**src/hw/rtl/are_pkg.sv**
```systemverilog
// Shared types, sizes and codes of the ARP resolution engine.
// Used by every module of the block; no dependencies of its own.
`default_nettype none

package are_pkg;

    localparam int CACHE_ENTRIES   = 32;
    localparam int PENDING_ENTRIES = 16;
    localparam int QUEUE_DEPTH     = 16;
    localparam int RESULT_LIMIT    = 16;

    localparam int TICK_STEPS = (CACHE_ENTRIES > PENDING_ENTRIES) ? CACHE_ENTRIES
                                                                  : PENDING_ENTRIES;
    localparam int SCAN_MAX   = (TICK_STEPS > QUEUE_DEPTH) ? TICK_STEPS : QUEUE_DEPTH;
    localparam int STEP_W     = (SCAN_MAX > 1) ? $clog2(SCAN_MAX) : 1;
    localparam int CIDX_W     = (CACHE_ENTRIES > 1) ? $clog2(CACHE_ENTRIES) : 1;
    localparam int PIDX_W     = (PENDING_ENTRIES > 1) ? $clog2(PENDING_ENTRIES) : 1;
    localparam int SIDX_W     = (CIDX_W > PIDX_W) ? CIDX_W : PIDX_W;
    localparam int QCNT_W     = $clog2(QUEUE_DEPTH + 1);
    localparam int REL_W      = $clog2(RESULT_LIMIT + 1);

    localparam logic [15:0] LIFETIME_RESET = 16'd30000;
    localparam logic [15:0] RETRY_RESET    = 16'd5000;
    localparam logic [47:0] MAC_BCAST      = 48'hFFFF_FFFF_FFFF;

    localparam logic [1:0] OP_SEND = 2'd0;
    localparam logic [1:0] OP_RECV = 2'd1;
    localparam logic [1:0] OP_TICK = 2'd2;

    localparam logic [1:0] FT_ARP  = 2'd0;
    localparam logic [1:0] FT_IPV4 = 2'd1;

    localparam logic [1:0] ARP_REQ   = 2'd0;
    localparam logic [1:0] ARP_REPLY = 2'd1;

    localparam logic [2:0] KIND_TX      = 3'd0;
    localparam logic [2:0] KIND_REQUEST = 3'd1;
    localparam logic [2:0] KIND_REPLY   = 3'd2;
    localparam logic [2:0] KIND_DELIVER = 3'd3;
    localparam logic [2:0] KIND_DROP    = 3'd4;

    localparam logic [1:0] REG_OWN_MAC  = 2'd0;
    localparam logic [1:0] REG_OWN_IP   = 2'd1;
    localparam logic [1:0] REG_LIFETIME = 2'd2;
    localparam logic [1:0] REG_RETRY    = 2'd3;

    typedef struct packed {
        logic        valid;
        logic [31:0] ip;
        logic [47:0] mac;
        logic [15:0] rem;
    } cache_ent_t;

    typedef struct packed {
        logic        valid;
        logic [31:0] ip;
        logic [15:0] rem;
    } pend_ent_t;

    typedef struct packed {
        logic [31:0] ip;
        logic [15:0] handle;
    } queue_ent_t;

    typedef struct packed {
        logic [2:0]  kind;
        logic [47:0] dst_mac;
        logic [31:0] tip;
        logic [47:0] tmac;
        logic [15:0] handle;
    } res_t;

endpackage

`default_nettype wire

```
**src/hw/rtl/are_queue_cell.sv**
```systemverilog
// One slot of the shifting hold queue; occupancy is tracked by a fill count outside.
// Depends on are_pkg for the entry type.
`default_nettype none

module are_queue_cell
    import are_pkg::*;
(
    input  wire logic       clk,
    input  wire logic       en,
    input  wire queue_ent_t d,
    output queue_ent_t      q
);

    queue_ent_t ent_reg;

    always_ff @(posedge clk)
    begin
        if (en)
        begin
            ent_reg <= d;
        end
    end

    assign q = ent_reg;

endmodule

`default_nettype wire

```
**config.mk**
```make
export PLATFORM = sky130hd
export DESIGN_NAME = are_queue_cell
export DESIGN_NICKNAME = d
export VERILOG_FILES = /design/src/hw/rtl/are_pkg.sv /design/src/hw/rtl/are_queue_cell.sv
export SDC_FILE = /design/constraint.sdc
export NUM_CORES = 1
export LEC_CHECK = 0
export ABC_AREA = 1
export BUFFER_PORTS_ARGS = -buffer_cell sky130_fd_sc_hd__buf_2
export CORE_ASPECT_RATIO = 1.5
export CORE_UTILIZATION = 43
export DETAILED_ROUTE_END_ITERATION = 6
export HOLD_SLACK_MARGIN = 0.03
export PLACE_DENSITY = 0.86
export SLEW_MARGIN = 20
export SYNTH_ARGS = -nofsm -noshare
export SYNTH_HDL_FRONTEND = slang
export SYNTH_SLANG_ARGS = --single-unit
```
**constraint.sdc**
```tcl
create_clock -name clk -period 1.06 [get_ports clk]
set_input_delay 0.212 -clock clk [delete_from_list [all_inputs] [get_ports clk]]
set_output_delay 0.212 -clock clk [all_outputs]
set_load 0.1 [all_outputs]
```
==> summary.md <==
| Metric | Value |
|---|---|
| Slew Limit Fails | `0` |
| Initial antenna violation count | `0` |
| Largest register FFs | `48` |
| Clk slew on worst S/H paths | `0.08 ns` |
| Period utilization | `1.10` |
| RSZ-0062 raised after global routing | `true` |
| Clock root cell | `clkbuf_8` |
| Via density | `4.77` |
| P_sw | `1.89 mW` |
| F_max | `856 MHz` |
| Combinational Power Share | `0.349` |
| Sw Share | `0.362` |
| Routability cong. | `0.614` |
| Grt ovf | `0` |
| Status | `complete, but fails checks` |
| Total power | `between 5 and 6 mW` |
| Worst path arrival time | `0.96 ns` |
| Io pins | `98` |
| Post-CTS sizing | `0` |
| Power Density | `1850 nW/um^2` |
| Yosys top cell by area | `edfxtp_1` |
| Post-synth top area share | `1.00` |
| Xor and xnor area share after synthesis | `0` |
| Setup WS post-layout | `-0.108 ns` |
| Failing checks | `setup timing` |
| Syn Inst Count | `48` |
| Adder-cell share of the synthesized area | `0` |
| Final-report hold violation count | `0` |
| Hold crit path type | `in -> reg` |
| Row count | `25` |
| First-pass DRT Iterations | `4` |
| Die Y | `roughly 73 microns` |
| WL/cell | `about 22 microns` |
| WHS | `0.0881 ns` |
| Post-synth EDFFs | `48` |
| Core ar. | `3160 sq um` |
| H-tree depth | `2` |
| Antenna Nets Post-Route | `0` |
| Synth top cells by count | `edfxtp_1 (48)` |
| Clk sinks | `48` |
| Largest net degree at the start of global routing | `31` |
| Synth Cell Area | `1440 sq um` |
| Multi-In Gates | `0` |
| Ys flop type | `edfxtp_1` |
| Fraction of layout cells with a size suffix above 1 | `0.682` |
| ANT cells | `0` |
| Simple-gate share of the synthesized area | `0` |
| Number of global-route vias before repair | `1018` |
| Max-cap viol count | `0` |
| CP max-delay cell | `edfxtp_1` |
| Final setup fails | `48` |
| Clock buffer depth | `2` |
| Total GRT Usage | `0.266` |
| YS warnings | `0` |
| Starting density of the core | `0.456` |
| Maximum vdd drop | `1.46 mV` |
| CTS buffer count | `5` |
| Leakage | `approximately 1.2 nW` |
| Crit path buf inv count | `1` |
| CP max FO | `1` |
| Slew @ Worst Pin | `0.164 ns` |
| Die Wd | `49.3 microns` |
| Die area | `3590 sq um` |
| Total wire length | `between 4000 and 5000 microns` |
| DP HPWL | `about 3200 microns` |
| Critical path endpoint category | `primary output` |
| FFs w/ async S/R, synth | `0` |
| P&R area growth vs syn | `95.3%` |
| CTS hold repair buffers | `0` |
| Slew HR | `0.890` |
| Area occupied by multi-input gates | `0 sq um` |
| DR iter-0 viols | `30` |
| Routed vias | `926` |
| Tmin final | `1.17 ns` |
| CTS tree | `yes` |
| Cell family with most CP delay | `flip-flops` |
| Count leader, synth | `edfxtp_1` |
| Syn Nets | `98` |
| Critical path class | `reg -> out` |
| Post-synthesis mux area share | `0` |
| CP max stage delay | `about 0.45 ns` |
| Setup TNS | `-3.31 ns` |
| Cell Int Power | `3.32 mW` |
| First-pass GRT wire length | `6130 microns` |
| Ranking of synthesized cells by area | `edfxtp_1 (100%)` |
| Reg power frac | `0.460` |
| Final net count | `204` |
| Netlist cell types | `1` |
| Clock share of power | `0.191` |
| Syn Area/Cell | `30.0 sq um` |
| Number of port buffers | `97` |
| Crit path cell chain | `buf_12` |
| Residual DRC count | `0` |
| Seq/Total Area, Yosys | `1.00` |
| Worst Path Required | `0.85 ns` |
| Compound-Gate Fraction of Synth Area | `0` |
| CP Launch Type | `register` |
| FF+latch count, synth | `48` |
==> routing by layer <==
layer / GRT usage / vias to the layer above / routed length, microns
li1: - / 402 / -
met1: 0.221 / 432 / 1170
met2: 0.511 / 78 / 2570
met3: 0.108 / 14 / 408
met4: 0.144 / 0 / 178
met5: 0 / - / 0
==> what timing repair did <==
action	4_1_cts	5_1_grt
setup endpoints to repair	48	48
pin swaps	0	0
setup buffers	0	0
cloned	0	0
==> cell families (layout without fill, tap and decap cells) <==
logic type             count (synthesis)  after routing
buffers and inverters                  0            106
DFF                                   48             48
==> placed cells by master, fill, tap and decap left out <==
cell      instances
clkbuf_1          1
clkinv_2          1
edfxtp_1         48
buf_2            49
clkbuf_8          5
buf_12           50
==> final cells by class <==
class	count	area (sq um)
Clock buffer	6	72.6
Clock inverter	1	5.00
Fill cell	104	344
Sequential cell	48	1440
Tap cell	40	50.0
Timing Repair Buffer	99	1250
==> power by group through the flow <==
| stage | logic, mW | clock network [mW] | registers, mW |
|---|---|---|---|
| floorplan | 0 | 0 | 3.41 |
| global placement | 1.78 | 0 | 2.42 |
| detailed placement | 1.82 | 0 | 2.44 |
| CTS | 1.83 | 1.02 | 2.40 |
| global route | 1.84 | 1.07 | 2.41 |
| finish | 1.82 | 0.996 | 2.40 |
==> final timing paths <==
check              from     to  slack (ns)  cells after the start
setup / recovery  q[28]  q[28]       -0.11                      1
hold / removal    d[46]  q[46]        0.09                      1
==> through the flow <==
stage	instance area [sq um]	setup WS, ns	instances	utilization
2_1_floorplan	1440	-0.0560	48	-
3_3_place_gp	2740	0.210	187	0.867
3_5_place_dp	2740	0.176	187	0.867
4_1_cts	2820	-0.107	194	0.891
5_1_grt	2820	-0.119	194	0.891
6_report	2820	-0.108	194	0.891
Note: power is estimated with default switching activity, not from simulation.
