<file path="src/hw/rtl/are_pkg.sv">
// Shared types, sizes and codes of the ARP resolution engine.
// Used by every module of the block; no dependencies of its own.
`default_nettype none

package are_pkg;

    localparam int CACHE_ENTRIES   = 32;
    localparam int PENDING_ENTRIES = 16;
    localparam int QUEUE_DEPTH     = 16;
    localparam int RESULT_LIMIT    = 16;

    localparam int TICK_STEPS = (CACHE_ENTRIES > PENDING_ENTRIES) ? CACHE_ENTRIES
                                                                  : PENDING_ENTRIES;
    localparam int SCAN_MAX   = (TICK_STEPS > QUEUE_DEPTH) ? TICK_STEPS : QUEUE_DEPTH;
    localparam int STEP_W     = (SCAN_MAX > 1) ? $clog2(SCAN_MAX) : 1;
    localparam int CIDX_W     = (CACHE_ENTRIES > 1) ? $clog2(CACHE_ENTRIES) : 1;
    localparam int PIDX_W     = (PENDING_ENTRIES > 1) ? $clog2(PENDING_ENTRIES) : 1;
    localparam int SIDX_W     = (CIDX_W > PIDX_W) ? CIDX_W : PIDX_W;
    localparam int QCNT_W     = $clog2(QUEUE_DEPTH + 1);
    localparam int REL_W      = $clog2(RESULT_LIMIT + 1);

    localparam logic [15:0] LIFETIME_RESET = 16'd30000;
    localparam logic [15:0] RETRY_RESET    = 16'd5000;
    localparam logic [47:0] MAC_BCAST      = 48'hFFFF_FFFF_FFFF;

    localparam logic [1:0] OP_SEND = 2'd0;
    localparam logic [1:0] OP_RECV = 2'd1;
    localparam logic [1:0] OP_TICK = 2'd2;

    localparam logic [1:0] FT_ARP  = 2'd0;
    localparam logic [1:0] FT_IPV4 = 2'd1;

    localparam logic [1:0] ARP_REQ   = 2'd0;
    localparam logic [1:0] ARP_REPLY = 2'd1;

    localparam logic [2:0] KIND_TX      = 3'd0;
    localparam logic [2:0] KIND_REQUEST = 3'd1;
    localparam logic [2:0] KIND_REPLY   = 3'd2;
    localparam logic [2:0] KIND_DELIVER = 3'd3;
    localparam logic [2:0] KIND_DROP    = 3'd4;

    localparam logic [1:0] REG_OWN_MAC  = 2'd0;
    localparam logic [1:0] REG_OWN_IP   = 2'd1;
    localparam logic [1:0] REG_LIFETIME = 2'd2;
    localparam logic [1:0] REG_RETRY    = 2'd3;

    typedef struct packed {
        logic        valid;
        logic [31:0] ip;
        logic [47:0] mac;
        logic [15:0] rem;
    } cache_ent_t;

    typedef struct packed {
        logic        valid;
        logic [31:0] ip;
        logic [15:0] rem;
    } pend_ent_t;

    typedef struct packed {
        logic [31:0] ip;
        logic [15:0] handle;
    } queue_ent_t;

    typedef struct packed {
        logic [2:0]  kind;
        logic [47:0] dst_mac;
        logic [31:0] tip;
        logic [47:0] tmac;
        logic [15:0] handle;
    } res_t;

endpackage

`default_nettype wire

</file>
<file path="src/hw/rtl/are_cache_cell.sv">
// One cache cell of the rotating cache ring.
// Depends on are_pkg for the entry type.
`default_nettype none

module are_cache_cell
    import are_pkg::*;
(
    input  wire logic       clk,
    input  wire logic       rst_n,
    input  wire logic       en,
    input  wire cache_ent_t d,
    output cache_ent_t      q
);

    logic        valid_reg;
    logic [31:0] ip_reg;
    logic [47:0] mac_reg;
    logic [15:0] rem_reg;

    always_ff @(posedge clk or negedge rst_n)
    begin
        if (!rst_n)
        begin
            valid_reg <= 1'b0;
        end
        else if (en)
        begin
            valid_reg <= d.valid;
        end
    end

    always_ff @(posedge clk)
    begin
        if (en)
        begin
            ip_reg  <= d.ip;
            mac_reg <= d.mac;
            rem_reg <= d.rem;
        end
    end

    assign q = '{valid: valid_reg, ip: ip_reg, mac: mac_reg, rem: rem_reg};

endmodule

`default_nettype wire

</file>
<file path="config.mk">
export PLATFORM = sky130hd
export DESIGN_NAME = are_cache_cell
export DESIGN_NICKNAME = d
export VERILOG_FILES = /design/src/hw/rtl/are_pkg.sv /design/src/hw/rtl/are_cache_cell.sv
export SDC_FILE = /design/constraint.sdc
export NUM_CORES = 1
export LEC_CHECK = 0
export ABC_AREA = 1
export BUFFER_PORTS_ARGS = -buffer_cell sky130_fd_sc_hd__buf_4
export CORE_ASPECT_RATIO = 2
export CORE_MARGIN = 2
export CORE_UTILIZATION = 37
export DETAILED_ROUTE_END_ITERATION = 10
export PLACE_DENSITY = 0.75
export RECOVER_POWER = 100
export SYNTH_ARGS = -nofsm -noshare
export SYNTH_HDL_FRONTEND = slang
export SYNTH_SLANG_ARGS = --single-unit
export TNS_END_PERCENT = 1
</file>
<file path="constraint.sdc">
create_clock -name clk -period 0.8 [get_ports clk]
set_input_delay 0.16 -clock clk [delete_from_list [all_inputs] [get_ports clk]]
set_output_delay 0.16 -clock clk [all_outputs]
set_load 0.02 [all_outputs]
</file>
==> results.md, run 1 <==
* Final max-slew violation count at 0
* Drt pass-1 iters at 4
* Yosys reg bits at 97
* Number of port buffers at 196
* Clock slew at reported path FFs at 60 ps
* Max-cap violations at 0
* Met3 wire len at 1.21 mm
* Clock Skews at 0 ps
* CTS max path bufs at 2
* Hold Crit Start: d[96]
* Clock share of power at 33.9%
* Worst Path Max Fanout at 1
* Static Leak at 2.48 nW
* Row count at 46
* Hold worst-path end: valid_reg$_DFFE_PN0P_
* Vias at 2154
* # H-tree levels at 3
* Final GP Congestion at 0.793
* Synth Warn # at 0
* XOR/XNOR Fraction of Synth Area at 0%
* Asr flop ratio synth at 1.03%
* FF-to-FF Start: valid_reg$_DFFE_PN0P_
* Mean Syn Cell Area at between 20 and 30 µm²
* Worst hold slack at 27.8 ps
* Die Ht at 130 µm
* FMAX at 940 MHz
* Final setup fails at 97
* Synthesized-area fraction occupied by and/or/nand/nor cells at 0.384%
* Grt ovf at 0
* Top cells by count, synth: 96 x edfxtp_1, 3 x nand2_1, 1 x buf_4, 1 x dfrtp_1, 1 x inv_1
* Arrival time of the worst setup path at around 900 ps
* Share of layout cells above drive strength 1 at 50.8%
* Routed wire length per instance at about 18 µm
* Most common cell in the netlist: edfxtp_1
* Startpoint Class: register
* Tcrit/Tclk final at 133%
* Worst VDD drop at between 1500 and 2000 µV
* NetSw at roughly 0.0027 W
* Num CTS Buffers at 9
* R2r setup slk at 200 ps
* Distinct cells, synth at 5
* Max_slew headroom at 76.1%
* Max FFs per register at 48
* Syn-to-layout area delta at 104%
* Initial drt markers at 81
* Vias in the first global route at 2349
* Post-CTS Setup Bufs at 0
* Routed met2 length at 4.42 mm
* Adder-Cell Fraction of Synth Area at 0%
* Reg power frac at 49.2%
* Slew at the pin closest to its max-slew limit at 358 ps
* DRC at 0
* Final Hold Fails at 0
* Crit end category: output pin
* Layout Utilization at about 77%
* Largest stage delay on the critical path at roughly 420 ps
* Compound-gate portion of the synthesized area at 0%
* Comb power frac at 16.9%
* # nets final at 493
* Final WL at approximately 8.7 mm
* Io pins at a little under 200
* Crit-path cells: buf_6
* Sw Ratio at 21.3%
* PwrDens at 2120 mW/mm²
* Vias/cell at about 4.4
* Yosys top cell area share at 98.4%
* Largest net degree at the start of global routing at between 40 and 50
* N_diodes at 0
* Sequential share of the synthesized area at between 90% and 100%
* Setup Crit Path Kind: reg2out
* Clock latency on the worst-skew pair at 330 ps
* Initial antenna violation count at 0
* First-pass GRT wire length at roughly 12 mm
* Critical Path RT at 640 ps
* Syn Nets at just over 200
* ANT nets after route at 0
* Die width at 66.9 µm
* Hold/Removal Path Class: in2reg
* Slowest cell on crit path: edfxtp_1
* Synth top area cells: edfxtp_1 98%, dfrtp_1 0.85%, nand2_1 0.38%
* Post-layout minimum cycle time at 1060 ps
* Fin Setup TNS at -21530 ps
* Int Pwr at 0.0100 W
* CTS tree: yes
* Synth Instances at 102
* Yosys top cell by area: edfxtp_1
* Tot GR Track Use at approximately a fifth
* Number of synthesized flops with an enable pin at 96
* HPWL Detailed at 5.40 mm
* Die area at 0.00869 mm²
* Initial Utilization at 37.4%
* Prevailing post-synth register cell: edfxtp_1
* Hold depth at 3
* FF-to-FF End: valid_reg$_DFFE_PN0P_
* Run status: finished with violations
* Power after layout at between 0.01 and 0.015 W
* Worst Path Buf+Inv at 1
* Clk root buf: clkbuf_16
* Failing checks: setup timing
* CTS sink count at 97
* Largest family of logic cells by synthesized area: buffers and inverters
* Wl on met1 at roughly 3 mm
* Setup ws final at -264 ps
* Synthesized cell area at 0.00293 mm²
* RSZ-0062 raised after global routing: yes
* Post-synthesis mux area share at 0%
* Crit path max-delay family: flip-flops
* R2R depth at 2
* Max Used Layer: met4
* Core Area at 0.00783 mm²
metal layers:
metal / vias up / GRT usage (%)
li1: 988 / -
met1: 970 / 20.1
met2: 184 / 34.2
met3: 12 / 9.48
met4: 0 / 9.00
met5: - / 0
per-stage QoR:
stage / instances / cell area [µm²] / setup WS, ps
after global routing: 494 / 5990 / -296
final: 494 / 5990 / -264
after global placement: 397 / 4570 / -45.8
after CTS: 491 / 5980 / -271
after detailed placement: 397 / 4570 / -47.9
after floorplan: 102 / 2930 / 139
cells by family (layout without fill, tap and decap cells):
| kind of cell | count (synthesis) | count (layout) |
|---|---|---|
| flops | 97 | 97 |
| simple gates | 3 | 3 |
| buf+inv | 2 | 298 |
how the worst max path moves through the flow:
stage,startpoint,end,cells past startpoint
after floorplan,valid_reg$_DFFE_PN0P_,q[96],1
after global placement,en,ip_reg[30]$_DFFE_PP_,2
after detailed placement,en,ip_reg[30]$_DFFE_PP_,2
after CTS,ip_reg[17]$_DFFE_PP_,q[81],1
after global routing,ip_reg[24]$_DFFE_PP_,q[88],1
final,ip_reg[24]$_DFFE_PP_,q[88],1
power by group through the flow:
stage,registers (W),logic [W],clock network (W)
after CTS,0.00622,0.00215,0.00443
after global placement,0.00625,0.00163,0
after floorplan,0.00677,0.0000174,0
final,0.00625,0.00215,0.00431
after detailed placement,0.00626,0.00164,0
after global routing,0.00628,0.00226,0.00462
cell usage in the layout, fill, tap and decap left out:
| cell type | count |
|---|---|
| buf_6 | 98 |
| edfxtp_1 | 96 |
| clkbuf_4 | 89 |
| dlygate4sd3_1 | 81 |
| clkbuf_1 | 14 |
| clkbuf_16 | 9 |
| nand2_1 | 3 |
| bufinv_16 | 2 |
| buf_4 | 2 |
| inv_1 | 1 |
| clkinv_2 | 1 |
| clkbuf_2 | 1 |
| dfrtp_1 | 1 |
final cells by class:
type,instances,area (µm²)
well taps,96,120
flip-flops and latches,97,2910
clock inverters,3,65.1
multi-input cells,3,11.3
inverters,1,3.75
fillers,436,1840
clock buffers,13,240
repair buffers,281,2640
timing repair:
action | in CTS | in global routing
resized for setup | 86 | 10
endpoints found under the hold margin | 78 | 3
hold buffers | 78 | 3
setup endpoints to repair | 97 | 97
No activity file was read; power rests on OpenSTA's default activity.
==> run 2: changes to the inputs <==
--- a/config.mk
+++ b/config.mk
@@ -9,9 +9,10 @@
 export BUFFER_PORTS_ARGS = -buffer_cell sky130_fd_sc_hd__buf_4
 export CORE_ASPECT_RATIO = 2
 export CORE_MARGIN = 2
-export CORE_UTILIZATION = 37
+export CORE_UTILIZATION = 44
 export DETAILED_ROUTE_END_ITERATION = 10
-export PLACE_DENSITY = 0.75
+export GPL_ROUTABILITY_DRIVEN = 1
+export PLACE_DENSITY = 0.84
 export RECOVER_POWER = 100
 export SYNTH_ARGS = -nofsm -noshare
 export SYNTH_HDL_FRONTEND = slang
==> constraint.sdc (replaced) <==
create_clock -name clk -period 1.3 [get_ports clk]
set_input_delay 0.26 -clock clk [delete_from_list [all_inputs] [get_ports clk]]
set_output_delay 0.26 -clock clk [all_outputs]
set_load 0.02 [all_outputs]
==> run 2 against run 1 <==
  * The run now ends clean
  * Register-to-register slack improved by 510 ps
  * Critical path type unchanged
  * Sequential share of layout area is 16 points higher
  * Combinational power decreased by 63%
  * First-iteration DRC count is 30% lower
  * Largest power group unchanged
  * Sequential power shrank 40%
  * Clock power down 44%
  * Clock-buffer cell count shrank 2
==> results.md, run 2 (synthesized netlist as in run 1, its figures left out) <==
* Hold Crit Start: d[24]
* Startpoint Class: register
* R2r setup slk at 710 ps (+510 ps)
* Critical path origin: mac_reg[26]$_DFFE_PP_
* Vias/cell at 4.50 (+3.1%)
* Max FFs per register at 48 (unchanged)
* ANT nets after route at 0 (unchanged)
* FILL cells at 514 (+18%)
* Share of layout cells above drive strength 1 at 44.0% (-6.8 points)
* Max_slew headroom at 47.3% (-29 points)
* Fin Setup TNS at 0 ps (+21530 ps)
* Die Ht at 119 µm (-8.0%)
* Number of port buffers at 196 (unchanged)
* FF-to-FF Start: valid_reg$_DFFE_PN0P_
* First-pass GRT wire length at 8.66 mm (-28%)
* CTS tree: yes
* Routed wire length per instance at 15.6 µm (-11%)
* Most frequent cells in the layout: 96 x edfxtp_1, 94 x clkbuf_4, 72 x clkbuf_1
* Worst Path Buf+Inv at 1 (unchanged)
* Arrival time of the worst setup path at 920 ps (+20 ps)
* Most common cell after layout, fill and taps aside: edfxtp_1
* Hold/Removal Path Class: in2reg
* Final setup fails at 0 (-100%)
* Layout Utilization at 69.0% (-7.6 points)
* Multi-input logic area at 11.3 µm² (unchanged)
* Syn-to-layout area delta at 53.3%
* Final GP Congestion at 0.719 (-9.4%)
* Max-cap violations at 0 (unchanged)
* Final instance area at 0.00449 mm² (-25%)
* Worst hold slack at 129 ps (+101 ps)
* Number of cells on the critical path at 1 (unchanged)
* Clock slew at reported path FFs at 60 ps (about the same)
* Initial antenna violation count at 0 (unchanged)
* Critical Path RT at 1040 ps (+400 ps)
* Post-layout minimum cycle time at 1180 ps
* Largest net degree at the start of global routing at 45 (+7.1%)
* Drt pass-1 iters at 4 (unchanged)
* Clk root buf: clkbuf_16
* Grt ovf at 0 (unchanged)
* Run status: completed
* Slowest cell on crit path: edfxtp_1
* Largest stage delay on the critical path at 340 ps (-80 ps)
* Final Non-Filler Cells at 404 (-18%)
* Row count at 42 (-8.7%)
* Crit end category: output pin
* Final max-slew violation count at 0 (unchanged)
* PwrDens at 1560 mW/mm² (-27%)
* Static Leak at 1.77 nW (-28%)
* Clock latency on the worst-skew pair at 320 ps (about the same)
* Hold worst-path end: mac_reg[8]$_DFFE_PP_
* N_diodes at 0 (unchanged)
* Initial drt markers at 57 (-30%)
* Die width at 61.7 µm (-7.8%)
* Io pins at 197 (unchanged)
* Core Area at 0.00652 mm² (-17%)
* Vias in the first global route at 1802 (-23%)
* Crit-path cells: clkbuf_1
* Inst Count DP at 387 (-2.5%)
* Post-DP Area at 0.00454 mm² (-0.55%)
* Tot GR Track Use at 17.0% (-3.0 points)
* Setup Crit Path Kind: reg2out
* Die area at 0.00737 mm² (-15%)
* FF-to-FF End: valid_reg$_DFFE_PN0P_
* CTS max path bufs at 2 (unchanged)
* RSZ-0062 raised after global routing: no
* Final WL at 6.30 mm (-28%)
* # nets final at 411 (-17%)
* Hold depth at 1 (-2)
* Num CTS Buffers at 9 (unchanged)
* Initial Utilization at 45.0% (+7.5 points)
* Vias at 1817 (-16%)
* R2R depth at 2 (unchanged)
* Worst Path Max Fanout at 1 (unchanged)
* Crit path max-delay family: flip-flops
* Tcrit/Tclk final at 90.5%
* # H-tree levels at 3 (unchanged)
* DRC at 0 (unchanged)
* Seq. cell area at 0.00291 mm² (unchanged)
* Slew at the pin closest to its max-slew limit at 791 ps (+433 ps)
* Clock Skews at 0 ps (unchanged)
* FMAX at 850 MHz
* Final Hold Fails at 0 (unchanged)
* CTS sink count at 97 (unchanged)
* Post-CTS Resized at 0 (-100%)
* Worst VDD drop at 1050 µV (-31%)
[run 2: cell count changes in the layout (fill, tap and decap cells not counted), sizes merged]
cell         delta
clkbuf         +93
dlygate4sd3    -80
clkinv          +3
bufinv          -1
buf            -97
[run 2: area by class of cell]
| class | count | share of cell area [%] |
|---|---|---|
| Multi-Input combinational cell | 3 | 0.251 |
| Timing Repair Buffer | 199 | 26.3 |
| Clock inverter | 5 | 1.03 |
| Sequential cell | 97 | 64.7 |
| Clock buffer | 11 | 5.18 |
| Inverter | 1 | 0.0835 |
| Tap cell | 88 | 2.45 |
[run 2: stage by stage]
step                      setup slack (ps)  total power (W)
after floorplan                        539          0.00418
after global placement                 248          0.00483
after detailed placement               224          0.00485
after CTS                              113          0.00729
after global routing                  66.7          0.00727
final                                  124          0.00700
[run 2: where the power goes]
part	internal, W	leakage [nW]	switching, W
logic	0.000289	0.686	0.000507
registers	0.00371	0.952	0.0000630
clock network	0.00147	0.136	0.000960
total	0.00547	1.77	0.00153
[run 2: worst max path at each step]
stage	endpoint	slack, ps
global route	mac_reg[26]$_DFFE_PP_	70
finish	q[42]	120
detailed placement	mac_reg[42]$_DFFE_PP_	220
global placement	rem_reg[2]$_DFFE_PP_	250
floorplan	q[96]	540
CTS	q[46]	110
[run 2: repair_timing]
item                                   CTS  global route
hold buffers                             1             0
endpoints found under the hold margin    1             0
buffers inserted                         0             0
[run 2: per-layer routing]
| metal | track usage, % | up-vias | wire length [µm] |
|---|---|---|---|
| li1 | - | 827 | - |
| met1 | 18.0 | 804 | 2110 |
| met2 | 24.8 | 180 | 2790 |
| met3 | 12.8 | 6 | 1280 |
| met4 | 7.18 | 0 | 116 |
| met5 | 0 | - | 0 |
