`config.mk`:
```
export PLATFORM = sky130hd
export DESIGN_NAME = are_pend_cell
export DESIGN_NICKNAME = d
export VERILOG_FILES = /design/src/hw/rtl/are_pkg.sv /design/src/hw/rtl/are_pend_cell.sv
export SDC_FILE = /design/constraint.sdc
export NUM_CORES = 1
export LEC_CHECK = 0
export ABC_AREA = 1
export ABC_CLOCK_PERIOD_IN_PS = 1800
export CAP_MARGIN = 0
export CORE_AREA = 2 2 49 84
export DETAILED_ROUTE_END_ITERATION = 10
export DIE_AREA = 0 0 51 86
export DONT_BUFFER_PORTS = 1
export GPL_ROUTABILITY_DRIVEN = 0
export PLACE_DENSITY = 0.56
export SYNTH_ARGS = -nofsm -noshare
export SYNTH_HDL_FRONTEND = slang
export SYNTH_SLANG_ARGS = --single-unit
```
`constraint.sdc`:
```
create_clock -name clk -period 1.8 [get_ports clk]
set_input_delay 0.36 -clock clk [delete_from_list [all_inputs] [get_ports clk]]
set_output_delay 0.36 -clock clk [all_outputs]
set_load 0.03 [all_outputs]
```
`src/hw/rtl/are_pkg.sv`:
```
// Shared types, sizes and codes of the ARP resolution engine.
// Used by every module of the block; no dependencies of its own.
`default_nettype none

package are_pkg;

    localparam int CACHE_ENTRIES   = 32;
    localparam int PENDING_ENTRIES = 16;
    localparam int QUEUE_DEPTH     = 16;
    localparam int RESULT_LIMIT    = 16;

    localparam int TICK_STEPS = (CACHE_ENTRIES > PENDING_ENTRIES) ? CACHE_ENTRIES
                                                                  : PENDING_ENTRIES;
    localparam int SCAN_MAX   = (TICK_STEPS > QUEUE_DEPTH) ? TICK_STEPS : QUEUE_DEPTH;
    localparam int STEP_W     = (SCAN_MAX > 1) ? $clog2(SCAN_MAX) : 1;
    localparam int CIDX_W     = (CACHE_ENTRIES > 1) ? $clog2(CACHE_ENTRIES) : 1;
    localparam int PIDX_W     = (PENDING_ENTRIES > 1) ? $clog2(PENDING_ENTRIES) : 1;
    localparam int SIDX_W     = (CIDX_W > PIDX_W) ? CIDX_W : PIDX_W;
    localparam int QCNT_W     = $clog2(QUEUE_DEPTH + 1);
    localparam int REL_W      = $clog2(RESULT_LIMIT + 1);

    localparam logic [15:0] LIFETIME_RESET = 16'd30000;
    localparam logic [15:0] RETRY_RESET    = 16'd5000;
    localparam logic [47:0] MAC_BCAST      = 48'hFFFF_FFFF_FFFF;

    localparam logic [1:0] OP_SEND = 2'd0;
    localparam logic [1:0] OP_RECV = 2'd1;
    localparam logic [1:0] OP_TICK = 2'd2;

    localparam logic [1:0] FT_ARP  = 2'd0;
    localparam logic [1:0] FT_IPV4 = 2'd1;

    localparam logic [1:0] ARP_REQ   = 2'd0;
    localparam logic [1:0] ARP_REPLY = 2'd1;

    localparam logic [2:0] KIND_TX      = 3'd0;
    localparam logic [2:0] KIND_REQUEST = 3'd1;
    localparam logic [2:0] KIND_REPLY   = 3'd2;
    localparam logic [2:0] KIND_DELIVER = 3'd3;
    localparam logic [2:0] KIND_DROP    = 3'd4;

    localparam logic [1:0] REG_OWN_MAC  = 2'd0;
    localparam logic [1:0] REG_OWN_IP   = 2'd1;
    localparam logic [1:0] REG_LIFETIME = 2'd2;
    localparam logic [1:0] REG_RETRY    = 2'd3;

    typedef struct packed {
        logic        valid;
        logic [31:0] ip;
        logic [47:0] mac;
        logic [15:0] rem;
    } cache_ent_t;

    typedef struct packed {
        logic        valid;
        logic [31:0] ip;
        logic [15:0] rem;
    } pend_ent_t;

    typedef struct packed {
        logic [31:0] ip;
        logic [15:0] handle;
    } queue_ent_t;

    typedef struct packed {
        logic [2:0]  kind;
        logic [47:0] dst_mac;
        logic [31:0] tip;
        logic [47:0] tmac;
        logic [15:0] handle;
    } res_t;

endpackage

`default_nettype wire

```
`src/hw/rtl/are_pend_cell.sv`:
```
// One cell of the rotating outstanding-request ring.
// Depends on are_pkg for the entry type.
`default_nettype none

module are_pend_cell
    import are_pkg::*;
(
    input  wire logic      clk,
    input  wire logic      rst_n,
    input  wire logic      en,
    input  wire pend_ent_t d,
    output pend_ent_t      q
);

    logic        valid_reg;
    logic [31:0] ip_reg;
    logic [15:0] rem_reg;

    always_ff @(posedge clk or negedge rst_n)
    begin
        if (!rst_n)
        begin
            valid_reg <= 1'b0;
        end
        else if (en)
        begin
            valid_reg <= d.valid;
        end
    end

    always_ff @(posedge clk)
    begin
        if (en)
        begin
            ip_reg  <= d.ip;
            rem_reg <= d.rem;
        end
    end

    assign q = '{valid: valid_reg, ip: ip_reg, rem: rem_reg};

endmodule

`default_nettype wire

```
==> results.sh, run 1 <==
export IMPL_status="finished, final reports clean"
export IMPL_synth_top_cells_by_count="48 x edfxtp_1, 3 x nand2_1, 1 x buf_4, 1 x dfrtp_1, 1 x inv_1"
export IMPL_clock_tree_buffer_depth=2
export IMPL_finalCritPeriodShare_pct=66.2
export IMPL_route_vias_total=531
export IMPL_instances_no_fill=108
export IMPL_n_antenna_cell=0
export IMPL_grt_pass1_wl_um=3310
export IMPL_drtIter0Drc=25
export IMPL_drt_wl_total_um=2440
export IMPL_postSynthRegisterBits=49
export IMPL_die_x_um=51
export IMPL_design_portCount=101
export IMPL_timing_max_cap_violations=0
export IMPL_power_combinational_fraction_pct=0.2
export IMPL_die_height_um=86
export IMPL_final_nets=113
export IMPL_synth_edff_count=48
export IMPL_cp_data_required_time_ns=1.44
export IMPL_power_switching_fraction_pct=24.1
export IMPL_crit_path_end_kind="output pin"
export IMPL_worstSetupStartpointType="register"
export IMPL_timing_slew_headroom_pct=78.6
export IMPL_synthesis_yosys_warnings=0
export IMPL_instance_count_of_the_mapped_netlist=54
export IMPL_min_period_ns=1.19
export IMPL_detailedRoute_firstPassIterationCount=4
export IMPL_synth_area_um2=1490
export IMPL_power_per_cell_area_nw_per_um2=1350
export IMPL_synthFlopType="edfxtp_1"
export IMPL_clkTransAtPathRegs_ns=0.08
export IMPL_area_of_combinational_cells_with_multiple_inputs_um2=11.3
export IMPL_grt_setup_unrepaired="false"
export IMPL_worst_slew_pin_slew_ns=0.322
export IMPL_total_leakage_power_nw=0.546
export IMPL_largest_register_ffs=32
export IMPL_async_reset_ff_share_pct=2.04
export IMPL_final_ws_setup_ns=0.609
export IMPL_worst_r2r_setup_slack_ns=1.03
export IMPL_fin_skew_ns=0
export IMPL_worstHoldEndpoint="ip_reg[3]$_DFFE_PP_"
export IMPL_worst_path_max_fanout=1
export IMPL_timing_critical_path_arrival_ns=0.83
export IMPL_post_cts_buffers=0
export IMPL_r2r_worst_path_cells=2
export IMPL_hold_path_depth=0
export IMPL_gr_total_overflow=0
export IMPL_fillerInstances=312
export IMPL_gr_usage_all_layers_pct=11.3
export IMPL_fmax_ghz=0.839
export IMPL_internal_power_mw=1.68
export IMPL_number_of_max_slew_violations_in_the_final_report=0
export IMPL_min_from="d[19]"
export IMPL_clk_insertion_delay_late_ns=0.28
export IMPL_yosysMostFrequentCell="edfxtp_1"
export IMPL_report_final_hold_viol_count=0
export IMPL_area_sequential_um2=1470
export IMPL_netlist_top_cells_area="edfxtp_1 97%, dfrtp_1 1.7%, nand2_1 0.76%, buf_4 0.50%, inv_1 0.25%"
export IMPL_rr_endpoint="valid_reg$_DFFE_PN0P_"
export IMPL_power_clock_fraction_pct=28.5
export IMPL_grt_antenna_before_repair=0
export IMPL_placement_io_buffers=0
export IMPL_cts_root_buffer_cell="clkbuf_8"
export IMPL_power_share_sequential_pct=71.3
export IMPL_area_growth_synth_to_final_pct=10.1
export IMPL_vdd_ir_drop_worst_mv=0.682
export IMPL_first_global_vias=583
export IMPL_initial_utilization_pct=40.6
export IMPL_wl_per_cell_um=22.6
export IMPL_detail_route_vias_per_cell=4.92
export IMPL_design_die_area_um2=4390
export IMPL_yosysSeqAreaShare_pct=98.5
export IMPL_cts_htree_levels=2
export IMPL_tritoncts_num_buffers=5
export IMPL_place_ws_ns=0.922
export IMPL_placeableCoreArea_um2=3660
export IMPL_post_route_cells_drive_above_1_share_pct=9.68
export IMPL_total_switching_power_mw=0.532
export IMPL_row_count=29
export IMPL_cell_type_with_the_largest_total_area_after_synthesis="edfxtp_1"
export IMPL_synth_fp_nets=106
export IMPL_regToRegStartpoint="valid_reg$_DFFE_PN0P_"
export IMPL_min_path_type="input pin to register"
export IMPL_synth_top_cell_area_share_pct=96.8
export IMPL_finalSetupViolations=0
export IMPL_totalNegativeSetupSlack_ns=0
export IMPL_route_antenna_remaining_nets=0
export IMPL_maximum_number_of_pins_on_one_net_before_global_route_repair=51
export IMPL_clock_sinks=49
export IMPL_syn_area_per_cell_um2=27.6
export IMPL_route_detailed_drc=0
export IMPL_worst_setup_path_type="register to output pin"
export IMPL_yosysUniqueCellTypes=5
export IMPL_tritoncts="done"
export IMPL_total_placed_cells_including_tap_cells=99
worst max path at each step:
stage	start	end	cells past startpoint
2_1_floorplan	valid_reg$_DFFE_PN0P_	q[48]	1
3_3_place_gp	rem_reg[10]$_DFFE_PP_	q[10]	0
3_5_place_dp	rem_reg[0]$_DFFE_PP_	q[0]	0
4_1_cts	rem_reg[0]$_DFFE_PP_	q[0]	0
5_1_grt	rem_reg[0]$_DFFE_PP_	q[0]	0
6_report	rem_reg[0]$_DFFE_PP_	q[0]	0
logic make-up after synthesis:
logic type | count (synthesis) | share of synthesized area [%]
flip-flops | 49 | 98.5
buffers and inverters | 2 | 0.756
AND/OR/NAND/NOR | 3 | 0.756
cell usage in the layout (no fill, tap or decap):
master and n:
clkbuf_8 6, clkbuf_1 2, nand2_1 3, edfxtp_1 48
dlygate4sd3_1 1, dfrtp_1 1, inv_1 1
metrics by stage:
step / hold WS [ns] / cell area [µm²] / utilization [%] / power [mW]
floorplan: 0.0644 / 1490 / - / 1.59
global placement: 0.0644 / 1540 / 42.0 / 1.60
detailed placement: 0.0644 / 1540 / 42.0 / 1.61
CTS: 0.148 / 1640 / 44.7 / 2.24
global route: 0.133 / 1640 / 44.7 / 2.30
finish: 0.163 / 1640 / 44.7 / 2.21
per-layer routing:
layer / part of all wire [%] / vias up / GRT usage (%)
li1: - / 223 / -
met1: 31 / 249 / 10.2
met2: 57 / 57 / 18.2
met3: 11 / 2 / 7.84
met4: 0.94 / 0 / 6.63
met5: 0 / - / 0
repair_timing:
item,4_1_cts,5_1_grt
gates resized for setup,0,0
hold endpoints to repair,1,0
hold buffers,1,0
area by class of cell:
type                       instances  share of cell area, %
multi-input combinational          3                  0.687
timing repair buffer               1                  0.611
inverter                           1                  0.229
sequential                        49                   89.5
clock buffer                       8                   5.50
tap                               46                   3.51
power groups by stage:
stage                     Sequential [mW]  Combinational (mW)  Clock, mW
after floorplan                      1.58             0.00931          0
after global placement               1.60             0.00223          0
after detailed placement             1.60             0.00263          0
after CTS                            1.58             0.00435      0.661
after global routing                 1.58             0.00511      0.709
final                                1.57             0.00433      0.630
(Power assumes the default switching activity.)
==> run 2, diff against run 1 <==
--- a/config.mk
+++ b/config.mk
@@ -5,8 +5,8 @@
 export SDC_FILE = /design/constraint.sdc
 export NUM_CORES = 1
 export LEC_CHECK = 0
-export ABC_AREA = 1
-export ABC_CLOCK_PERIOD_IN_PS = 1800
+export ABC_AREA = 0
+export ABC_CLOCK_PERIOD_IN_PS = 1100
 export CAP_MARGIN = 0
 export CORE_AREA = 2 2 49 84
 export DETAILED_ROUTE_END_ITERATION = 10
==> constraint.sdc (replaced) <==
create_clock -name clk -period 1.1 [get_ports clk]
set_input_delay 0.22 -clock clk [delete_from_list [all_inputs] [get_ports clk]]
set_output_delay 0.22 -clock clk [all_outputs]
set_load 0.03 [all_outputs]
==> results.sh, run 2 <==
export IMPL_die_x_um=51
export IMPL_internal_power_mw=2.84
export IMPL_hold_path_depth=0
export IMPL_worst_r2r_setup_slack_ns=0.23
export IMPL_total_switching_power_mw=0.880
export IMPL_rr_endpoint="valid_reg$_DFFE_PN0P_"
export IMPL_gr_usage_all_layers_pct=10.5
export IMPL_route_antenna_remaining_nets=0
export IMPL_design_die_area_um2=4390
export IMPL_min_path_type="input pin to register"
export IMPL_syn_area_per_cell_um2=29.2
export IMPL_cp_data_required_time_ns=0.88
export IMPL_detailedRoute_firstPassIterationCount=3
export IMPL_final_core_occ_pct=49.0
export IMPL_synthesis_yosys_warnings=0
export IMPL_cts_root_buffer_cell="clkbuf_8"
export IMPL_total_placed_cells_including_tap_cells=97
export IMPL_totalNegativeSetupSlack_ns=0
export IMPL_clk_insertion_delay_late_ns=0.29
export IMPL_number_of_max_slew_violations_in_the_final_report=0
export IMPL_crit_path_end_kind="output pin"
export IMPL_postSynthRegisterBits=49
export IMPL_finalSetupViolations=0
export IMPL_tritoncts="done"
export IMPL_post_route_cells_drive_above_1_share_pct=14.9
export IMPL_timing_critical_path_cells="buf_4"
export IMPL_async_reset_ff_share_pct=2.04
export IMPL_regToRegStartpoint="valid_reg$_DFFE_PN0P_"
export IMPL_most_common_layout_cells="48 x edfxtp_1, 14 x dlygate4sd3_1, 7 x clkbuf_8, 2 x buf_4"
export IMPL_maximum_number_of_pins_on_one_net_before_global_route_repair=50
export IMPL_timing_critical_path_arrival_ns=0.84
export IMPL_synth_top_cells_by_count="48 x edfxtp_1, 1 x buf_4, 1 x dfrtp_1, 1 x mux2_4"
export IMPL_netlist_top_cells_area="edfxtp_1 97%, dfrtp_1 1.7%, mux2_4 1.0%, buf_4 0.50%"
export IMPL_worst_slew_pin_slew_ns=0.310
export IMPL_gr_total_overflow=0
export IMPL_critPathBufInv=1
export IMPL_report_final_hold_viol_count=0
export IMPL_r2r_worst_path_cells=2
export IMPL_power_combinational_fraction_pct=1.8
export IMPL_final_nets=125
export IMPL_cts_htree_levels=2
export IMPL_wl_per_cell_um=19.8
export IMPL_initial_utilization_pct=40.6
export IMPL_placement_io_buffers=0
export IMPL_power_share_sequential_pct=68.9
export IMPL_fillerInstances=286
export IMPL_grt_setup_unrepaired="false"
export IMPL_instances_no_fill=120
export IMPL_route_detailed_drc=0
export IMPL_yosysSeqAreaShare_pct=98.5
export IMPL_total_leakage_power_nw=0.612
export IMPL_grt_antenna_before_repair=0
export IMPL_synth_edff_count=48
export IMPL_clkTransAtPathRegs_ns=0.08
export IMPL_worstHoldEndpoint="ip_reg[1]$_DFFE_PP_"
export IMPL_synth_area_um2=1490
export IMPL_worst_setup_path_type="register to output pin"
export IMPL_finalCritPeriodShare_pct=96.1
export IMPL_first_global_vias=549
export IMPL_n_antenna_cell=0
export IMPL_power_per_cell_area_nw_per_um2=2070
export IMPL_synth_fp_nets=103
export IMPL_synthFlopType="edfxtp_1"
export IMPL_fmax_ghz=0.946
export IMPL_drt_wl_total_um=2380
export IMPL_most_frequent_standard_cell_in_the_layout_excluding_fill_and_tap_cells="edfxtp_1"
export IMPL_timing_slew_headroom_pct=79.3
export IMPL_placeableCoreArea_um2=3660
export IMPL_cell_type_with_the_largest_total_area_after_synthesis="edfxtp_1"
export IMPL_worstSetupStartpointType="register"
export IMPL_cp_slowest_cell="dfrtp_1"
export IMPL_grt_pass1_wl_um=3080
export IMPL_power_switching_fraction_pct=23.7
export IMPL_worst_path_max_fanout=2
export IMPL_fin_skew_ns=0
export IMPL_min_period_ns=1.06
export IMPL_min_from="d[17]"
export IMPL_design_portCount=101
export IMPL_synth_top_cell_area_share_pct=96.8
export IMPL_path_delay_family="flip-flops"
export IMPL_status="finished, final reports clean"
export IMPL_row_count=29
export IMPL_max_stage_delay_ns=0.38
export IMPL_detail_route_vias_per_cell=4.87
export IMPL_yosysUniqueCellTypes=4
export IMPL_power_clock_fraction_pct=29.3
export IMPL_area_of_combinational_cells_with_multiple_inputs_um2=15.0
export IMPL_tritoncts_num_buffers=5
export IMPL_drtIter0Drc=18
export IMPL_area_sequential_um2=1470
export IMPL_instance_count_of_the_mapped_netlist=51
export IMPL_yosysMostFrequentCell="edfxtp_1"
export IMPL_clock_tree_buffer_depth=2
export IMPL_route_vias_total=584
export IMPL_timing_max_cap_violations=0
export IMPL_area_growth_synth_to_final_pct=20.6
export IMPL_vdd_ir_drop_worst_mv=1.15
export IMPL_clock_sinks=49
export IMPL_largest_register_ffs=32
export IMPL_die_height_um=86
[run 2: cell count changes after synthesis]
cell / delta
mux2_4: +1
inv_1: -1
nand2_1: -3
[run 2: power groups by stage]
stage / sequential (mW) / combinational, mW / clock [mW]
floorplan: 2.59 / 0.0194 / 0
global placement: 2.61 / 0.0200 / 0
detailed placement: 2.61 / 0.0202 / 0
CTS: 2.57 / 0.0233 / 1.15
global route: 2.58 / 0.0694 / 1.21
finish: 2.57 / 0.0654 / 1.09
[run 2: stage by stage]
step	instance area (µm²)	hold WS (ns)	setup slack, ns	total power [mW]
5_1_grt	1800	0.00199	0.00344	3.86
6_report	1800	0.0238	0.0429	3.72
4_1_cts	1660	0.00947	0.0206	3.74
3_5_place_dp	1550	-0.0755	0.351	2.63
3_3_place_gp	1550	-0.0756	0.359	2.63
2_1_floorplan	1490	-0.0756	0.369	2.61
[run 2: worst register-to-register path, cell delays in order (launching register included)]
cell     delay [ns]
dfrtp_1        0.38
buf_4          0.13
mux2_4         0.26
[run 2: worst max path at each step]
stage                     startpoint                     to  slack (ns)  cells after the start
5_1_grt        valid_reg$_DFFE_PN0P_                  q[48]       0.003                      1
6_report       valid_reg$_DFFE_PN0P_                  q[48]        0.04                      1
3_3_place_gp   valid_reg$_DFFE_PN0P_                  q[48]        0.36                      1
3_5_place_dp   valid_reg$_DFFE_PN0P_  valid_reg$_DFFE_PN0P_        0.35                      1
2_1_floorplan  valid_reg$_DFFE_PN0P_                  q[48]        0.37                      1
4_1_cts        valid_reg$_DFFE_PN0P_                  q[48]        0.02                      1
[run 2: logic make-up after synthesis]
family | count (synthesis) | share of synthesized area, %
mux | 1 | 1.01
flops | 49 | 98.5
buf+inv | 1 | 0.504
[run 2: layer usage]
metal / track usage (%) / vias to the layer above / wire [µm]
li1: - / 245 / -
met2: 16.1 / 57 / 1300
met4: 7.37 / 0 / 21
met5: 0 / - / 0
met1: 8.94 / 280 / 785
met3: 8.36 / 2 / 278
[run 2: cell type report]
class | instances | area share [%]
well taps | 46 | 3.21
clock inverters | 1 | 0.279
repair buffers | 16 | 8.64
flip-flops and latches | 49 | 81.7
clock buffers | 7 | 5.37
multi-input cells | 1 | 0.836
[run 2: timing repair]
action / in CTS / in global routing
gates resized for setup: 0 / 0
hold buffers: 1 / 13
setup endpoints to repair: 0 / 1
buffers inserted: 0 / 1
hold endpoints to repair: 1 / 13
